## src/sv/bhc_pkg.sv

```systemverilog
// ----------------------------------------------------------------------------
// bhc_pkg
// Shared types, register indexes, reset values and the six-step drive table
// for the Hall commutator with slewed duty and PWM gating.
// ----------------------------------------------------------------------------
package bhc_pkg;

	// Drive code for one phase
	typedef enum logic [1:0] {
		DRV_FLOAT = 2'd0,
		DRV_HIGH  = 2'd1,
		DRV_LOW   = 2'd2
	} drive_t;

	// Configuration register indexes
	localparam int CFG_IDX_W = 2;
	typedef enum logic [CFG_IDX_W-1:0] {
		CFG_SLEW_INTERVAL = 2'd0,
		CFG_DUTY_CEILING  = 2'd1
	} cfg_idx_t;

	localparam logic [7:0] SLEW_INTERVAL_RST = 8'd100;
	localparam logic [7:0] DUTY_CEILING_RST  = 8'd128;

	// Live configuration
	typedef struct packed {
		logic [7:0] slew_interval;
		logic [7:0] duty_ceiling;
	} cfg_t;

	// Input beat
	typedef struct packed {
		logic [7:0] speed_request;
		logic [6:0] pwm_count;
		logic [2:0] hall_code;
		logic       clockwise;
	} in_item_t;

	// Result beat
	typedef struct packed {
		drive_t     phase_a_drive;
		drive_t     phase_b_drive;
		drive_t     phase_c_drive;
		logic [7:0] duty_level;
	} out_item_t;

	// Drive for all three phases
	typedef struct packed {
		drive_t a;
		drive_t b;
		drive_t c;
	} phase_set_t;

	// Clockwise six-step table; invalid codes (all low, all high) float
	function automatic phase_set_t cw_drive(input logic [2:0] row);
		phase_set_t p;
		case (row)
			3'd1:    p = '{DRV_HIGH,  DRV_LOW,   DRV_FLOAT};
			3'd2:    p = '{DRV_LOW,   DRV_FLOAT, DRV_HIGH};
			3'd3:    p = '{DRV_FLOAT, DRV_LOW,   DRV_HIGH};
			3'd4:    p = '{DRV_FLOAT, DRV_HIGH,  DRV_LOW};
			3'd5:    p = '{DRV_HIGH,  DRV_FLOAT, DRV_LOW};
			3'd6:    p = '{DRV_LOW,   DRV_HIGH,  DRV_FLOAT};
			default: p = '{DRV_FLOAT, DRV_FLOAT, DRV_FLOAT};
		endcase
		return p;
	endfunction

endpackage

```

## src/sv/bhc_slew.sv

```systemverilog
// ----------------------------------------------------------------------------
// bhc_slew
// Held duty and slew divider. Computes this pass's updated duty and commits
// it, with the divider, when the pass leaves the input stage.
// ----------------------------------------------------------------------------
module bhc_slew (
	input  logic              clk,
	input  logic              arst_n,
	input  logic              step_en,
	input  logic [7:0]        speed_request,
	input  bhc_pkg::cfg_t     cfg,
	output logic [7:0]        duty_now,
	output logic [7:0]        duty_next
);

	logic [7:0] duty_q;
	logic [7:0] div_q;
	logic [7:0] div_inc;
	logic [7:0] div_next;

	// Divider counts only while request and duty differ
	always_comb begin
		div_inc   = div_q + 8'd1;
		div_next  = div_q;
		duty_next = duty_q;
		if (speed_request != duty_q) begin
			div_next = div_inc;
			if (div_inc >= cfg.slew_interval) begin
				div_next = '0;
				if (speed_request > duty_q && duty_q < cfg.duty_ceiling) begin
					duty_next = duty_q + 8'd1;
				end else if (speed_request < duty_q && duty_q != 8'd0) begin
					duty_next = duty_q - 8'd1;
				end
			end
		end
	end

	// State commit
	always_ff @(posedge clk or negedge arst_n) begin
		if (!arst_n) begin
			duty_q <= '0;
			div_q  <= '0;
		end else if (step_en) begin
			duty_q <= duty_next;
			div_q  <= div_next;
		end
	end

	assign duty_now = duty_q;

endmodule

```

## src/sv/bhc_commutate.sv

```systemverilog
// ----------------------------------------------------------------------------
// bhc_commutate
// PWM gating and six-step phase selection for one pass.
// ----------------------------------------------------------------------------
module bhc_commutate (
	input  bhc_pkg::in_item_t  item,
	input  logic [7:0]         duty,
	output bhc_pkg::out_item_t result
);

	logic [7:0]          count;
	logic [2:0]          row;
	logic                gate_off;
	bhc_pkg::phase_set_t drv;

	always_comb begin
		// count runs 1..128
		count    = {1'b0, item.pwm_count} + 8'd1;
		gate_off = count > duty;
		// counter-clockwise reads the table at 7 - code
		row      = item.clockwise ? item.hall_code : ~item.hall_code;
		drv      = bhc_pkg::cw_drive(row);
		if (gate_off) begin
			drv = '{bhc_pkg::DRV_FLOAT, bhc_pkg::DRV_FLOAT, bhc_pkg::DRV_FLOAT};
		end
		result.phase_a_drive = drv.a;
		result.phase_b_drive = drv.b;
		result.phase_c_drive = drv.c;
		result.duty_level    = duty;
	end

endmodule

```

## src/sv/bldc_hall_commutator_slew_pwm.sv

```systemverilog
// ----------------------------------------------------------------------------
// bldc_hall_commutator_slew_pwm: input register, then duty/table logic, then
// result register. Throughput one beat per cycle unless a held result with
// result_ready low stalls the pipe. Async reset clears duty, divider and valids;
// config regs reset to slew_interval 100 and duty_ceiling 128.
// ----------------------------------------------------------------------------
module bldc_hall_commutator_slew_pwm (
	input  logic                              clk,
	input  logic                              arst_n,
	input  logic                              item_valid,
	output logic                              item_ready,
	input  bhc_pkg::in_item_t                 item,
	output logic                              result_valid,
	input  logic                              result_ready,
	output bhc_pkg::out_item_t                result,
	input  logic                              cfg_valid,
	output logic                              cfg_ready,
	input  logic [bhc_pkg::CFG_IDX_W-1:0]     cfg_index,
	input  logic [7:0]                        cfg_data
);

	bhc_pkg::cfg_t      cfg_q;
	bhc_pkg::in_item_t  item_s1;
	logic               valid_s1;
	bhc_pkg::out_item_t result_s2;
	logic               valid_s2;
	logic               adv_s1;
	logic [7:0]         duty_now;
	logic [7:0]         duty_next;
	bhc_pkg::out_item_t result_next;

	// Handshake: stage 1 moves when the result register is free or draining
	assign adv_s1     = valid_s1 && (!valid_s2 || result_ready);
	assign item_ready = !valid_s1 || adv_s1;
	assign cfg_ready  = 1'b1;

	// Configuration registers
	always_ff @(posedge clk or negedge arst_n) begin
		if (!arst_n) begin
			cfg_q.slew_interval <= bhc_pkg::SLEW_INTERVAL_RST;
			cfg_q.duty_ceiling  <= bhc_pkg::DUTY_CEILING_RST;
		end else if (cfg_valid && cfg_ready) begin
			case (bhc_pkg::cfg_idx_t'(cfg_index))
				bhc_pkg::CFG_SLEW_INTERVAL: cfg_q.slew_interval <= cfg_data;
				bhc_pkg::CFG_DUTY_CEILING:  cfg_q.duty_ceiling  <= cfg_data;
				default: ;
			endcase
		end
	end

	// Valid bits
	always_ff @(posedge clk or negedge arst_n) begin
		if (!arst_n) begin
			valid_s1 <= 1'b0;
			valid_s2 <= 1'b0;
		end else begin
			if (item_ready) valid_s1 <= item_valid;
			if (!valid_s2 || result_ready) valid_s2 <= valid_s1;
		end
	end

	// Payload registers
	always_ff @(posedge clk) begin
		if (item_valid && item_ready) item_s1 <= item;
		if (adv_s1) result_s2 <= result_next;
	end

	bhc_slew u_slew (
		.clk           (clk),
		.arst_n        (arst_n),
		.step_en       (adv_s1),
		.speed_request (item_s1.speed_request),
		.cfg           (cfg_q),
		.duty_now      (duty_now),
		.duty_next     (duty_next)
	);

	bhc_commutate u_commutate (
		.item   (item_s1),
		.duty   (duty_next),
		.result (result_next)
	);

	assign result_valid = valid_s2;
	assign result       = result_s2;

`ifndef SYNTHESIS
	// Duty moves by at most one step per cycle
	a_duty_step: assert property (@(posedge clk) disable iff (!arst_n)
		1'b1 |=> (duty_now == $past(duty_now) || duty_now == $past(duty_now) + 8'd1 ||
			duty_now == $past(duty_now) - 8'd1))
		else $error("held duty jumped by more than one");

	// Duty only changes when a pass leaves stage 1
	a_duty_hold: assert property (@(posedge clk) disable iff (!arst_n)
		!adv_s1 |=> $stable(duty_now))
		else $error("held duty changed without a pass");

	// Zero duty always floats every phase
	a_zero_float: assert property (@(posedge clk) disable iff (!arst_n)
		(result_valid && result.duty_level == 8'd0) |->
			(result.phase_a_drive == bhc_pkg::DRV_FLOAT &&
			 result.phase_b_drive == bhc_pkg::DRV_FLOAT &&
			 result.phase_c_drive == bhc_pkg::DRV_FLOAT))
		else $error("phase driven at zero duty");

	// A driven step has exactly one high and one low phase
	a_one_pair: assert property (@(posedge clk) disable iff (!arst_n)
		(result_valid && (result.phase_a_drive != bhc_pkg::DRV_FLOAT ||
			result.phase_b_drive != bhc_pkg::DRV_FLOAT ||
			result.phase_c_drive != bhc_pkg::DRV_FLOAT)) |->
			($countones({result.phase_a_drive == bhc_pkg::DRV_HIGH,
				result.phase_b_drive == bhc_pkg::DRV_HIGH,
				result.phase_c_drive == bhc_pkg::DRV_HIGH}) == 1 &&
			 $countones({result.phase_a_drive == bhc_pkg::DRV_LOW,
				result.phase_b_drive == bhc_pkg::DRV_LOW,
				result.phase_c_drive == bhc_pkg::DRV_LOW}) == 1))
		else $error("invalid phase drive combination");
`endif

endmodule
```

## config.mk

```make
export PLATFORM = sky130hd
export DESIGN_NAME = bldc_hall_commutator_slew_pwm
export DESIGN_NICKNAME = d
export VERILOG_FILES = /design/src/sv/bhc_pkg.sv /design/src/sv/bhc_slew.sv /design/src/sv/bhc_commutate.sv /design/src/sv/bldc_hall_commutator_slew_pwm.sv
export SDC_FILE = /design/constraint.sdc
export NUM_CORES = 1
export LEC_CHECK = 0
export CAP_MARGIN = 5
export CELL_PAD_IN_SITES_DETAIL_PLACEMENT = 0
export CELL_PAD_IN_SITES_GLOBAL_PLACEMENT = 1
export CORE_MARGIN = 3
export CORE_UTILIZATION = 40
export CTS_CLUSTER_SIZE = 12
export DETAILED_ROUTE_END_ITERATION = 10
export DONT_BUFFER_PORTS = 1
export HOLD_SLACK_MARGIN = 0.05
export PLACE_DENSITY_LB_ADDON = 0.1
export SLEW_MARGIN = 10
export SYNTH_ARGS = -nofsm -noshare
export SYNTH_HDL_FRONTEND = slang
export SYNTH_SLANG_ARGS = --single-unit
```

## constraint.sdc

```tcl
create_clock -name clk -period 4.9 [get_ports clk]
set_clock_uncertainty 0.1 [all_clocks]
set_input_delay 1.225 -clock clk [delete_from_list [all_inputs] [get_ports clk]]
set_output_delay 1.225 -clock clk [all_outputs]
set_load 0.03 [all_outputs]
```

==> results_dict.tcl <==
set metrics [dict create \
    grt_use_met2_pct 22.5 \
    wirelength_um 8290 \
    cts_tree "yes" \
    rsz0062_at_grt "no" \
    grt_max_degree 35 \
    initial_core_util_pct 41.6 \
    cts.clk_slew.worst_paths_ns 0.08 \
    path_max_fanout 10 \
    area_growth_pct 8.77 \
    grt_pass1_wl_um 13700 \
    dpl.hpwl_um 6260 \
    drv_slew 0 \
    yosys_warnings 0 \
    final_cell_mix "ha_1 (36), edfxtp_1 (33), dfrtp_1 (30), inv_1 (27), xnor2_1 (26)" \
    grt_use_total_pct 16.0 \
    fin_crit_sh_pct 89.7 \
    die-height_um 105 \
    r2r-start "u_slew.div_q[0]" \
    cts_max_level 3 \
    grt_pass1_vias 2561 \
    cp-end-kind "flop" \
    arrival_ns 4.40 \
    hold_start "valid_s1" \
    crit_start "u_slew.div_q[0]" \
    max_stage_delay_ns 0.51 \
    grt_overflow 0 \
    crit_chain "ha_1 -> nand3_1 -> nor2_1 -> xor2_1 -> ha_1 -> nand4_1 -> o31ai_4 -> nand2_2 -> a21oi_1 -> xnor2_1 -> ha_1 -> nand3_1 -> o22ai_1 -> o21ai_0 -> a32oi_1 -> nand2b_1 -> nor2_1" \
    drc 0 \
    hold_buffers 0 \
    fin_crit_ns 4.39 \
    antenna_cells 0 \
    required_ns 4.90 \
    synth_cell_type_count 53 \
    gp_congestion 0.868 \
    final-hold-violation-count 0 \
    async_flop_share_pct 50.7 \
    seq_area_frac_synth_pct 47.4 \
    port_buffers 0 \
    slowest_stage "o31ai_4" \
    grt.met1_usage_pct 24.0 \
    synth_top_flop_cell "edfxtp_1" \
    cts_buffer_depth 2 \
    rows 35 \
    vias 2622 \
    worstHoldPathCells 1 \
    coreArea_um2 9370 \
    cts_setup_buffers 0 \
    met3_usage_pct 4.76 \
    drt_iter0_markers 137 \
    r2r-end "result[12]" \
    drt-vias-per-instance 5.25 \
    numCtsBuffers 9 \
    root_buffer "clkbuf_8" \
    ff2ff_path_depth 17 \
    cp_top_family "compound AO/OA/AOI/OAI gates" \
    critPathLaunchType "flop" \
    worstSetupPathType "flop to flop" \
    clock_sinks 67 \
    syn_nets 430 \
    ios 51 \
    fillers 923 \
    fin_setup_tns_ns 0 \
    fin_nets 435 \
    max_freq_ghz 0.228 \
    synth_edf_count 33 \
    setup_viol 0 \
    wl_per_cell_um 16.6 \
    relSlewSlack_pct 41.4 \
    cts_resized 0 \
    synth_area_um2 3890 \
    peakVddDrop_v 0.000140 \
    dieArea_um2 11000 \
    tightest_slew_ns 0.873 \
    p_per_area_nw_per_um2 387 \
    p_leak_nw 1.66 \
    die_x_um 105 \
    cp_num_buf_inv 0 \
    antenna_found_initial 0 \
    hold_path.class "flop to flop" \
    syn_inst 360 \
    dr.pass1.iters 4 \
    detail-route-antenna-nets 0 \
    hold_end "result_valid" \
    busiest_layer "met1" \
    layout_commonest_cell "ha_1" \
    placed_cell_area_um2 4040 \
    syn_avg_cell_area_um2 10.8 \
    maxCapViolCount 0 \
    insertion_delay_ns 0.35 \
    ys_ff_latch 67 \
    status "finished, final reports clean" \
    cp_common_cell "ha_1" \
    reg2reg_slack_ns 0.51 \
    final_layout_size_suffix_gt1_share_pct 12.4 \
    final_area_um2 4240 \
]
[stage by stage]
step	setup slack (ns)	hold WS, ns	instances	util (%)	total power [mW]
after floorplan	1.17	0.349	360	-	1.07
after global placement	0.475	0.370	483	43.1	1.17
after detailed placement	0.424	0.385	483	43.1	1.18
after CTS	0.409	0.395	499	45.2	1.66
after global routing	0.113	0.424	499	45.2	1.76
final	0.506	0.395	499	45.2	1.64
[state kept, by name, summed over array words and instances, names as in the netlist]
register / flops
result_valid: 1
result: 14
u_slew.div_q: 8
cfg_q: 16
u_slew.duty_now: 8
item_s1: 19
valid_s1: 1
[layout make-up]
cell class,instances,area [um^2],share of cell area [%]
multi-input combinational,258,1910,45.1
sequential,67,1850,43.6
tap,129,161,3.81
clock buffer,9,124,2.92
inverter,27,101,2.39
clock inverter,7,76.3,1.80
timing repair buffer,2,15.0,0.354
[metal layers]
| layer | vias up | part of all wire [%] |
|---|---|---|
| met5 | - | 0 |
| met4 | 0 | 0.80 |
| met3 | 6 | 3.8 |
| met2 | 59 | 42 |
| met1 | 1251 | 53 |
| li1 | 1306 | - |
[kinds of logic after synthesis]
| group | share of synthesized area [%] |
|---|---|
| AOI/OAI and AO/OA | 12.5 |
| xor gates and xnor gates | 7.65 |
| adders and majority gates | 11.6 |
| buffers and inverters | 3.50 |
| DFF | 47.4 |
| muxes | 2.89 |
| other | 0.0963 |
| and+or+nand+nor | 14.4 |
[synth_stat cells, drive strengths merged, types with 5 or more instances]
library cell  count  share of area [%]
a21oi            24                3.5
and3              6               0.96
clkbuf            6               0.58
dfrtp            30                 19
edfxtp           33                 25
ha               36                 12
inv              27                2.6
mux2             10                2.9
nand2            26                2.6
nand2b            8                1.3
nand3            12                1.7
nor2             13                1.3
nor3              7               0.90
o211ai            5               0.96
o21ai            25                3.3
xnor2            26                5.8
xor2              8                1.8
[power breakdown]
group | total (mW) | switching (mW) | internal [mW]
Combinational | 0.417 | 0.242 | 0.175
Sequential | 0.748 | 0.0766 | 0.672
Clock | 0.475 | 0.237 | 0.238
Total | 1.64 | 0.555 | 1.08
[worst max-delay path by stage]
stage	slack (ns)	to	cells after the start
after global routing	0.11	result[12]	16
after detailed placement	0.42	result[12]	14
after CTS	0.41	result[12]	14
final	0.51	result[12]	17
after floorplan	1.17	result[11]	17
after global placement	0.47	result[12]	14
Note: power is estimated with default switching activity, not from simulation.
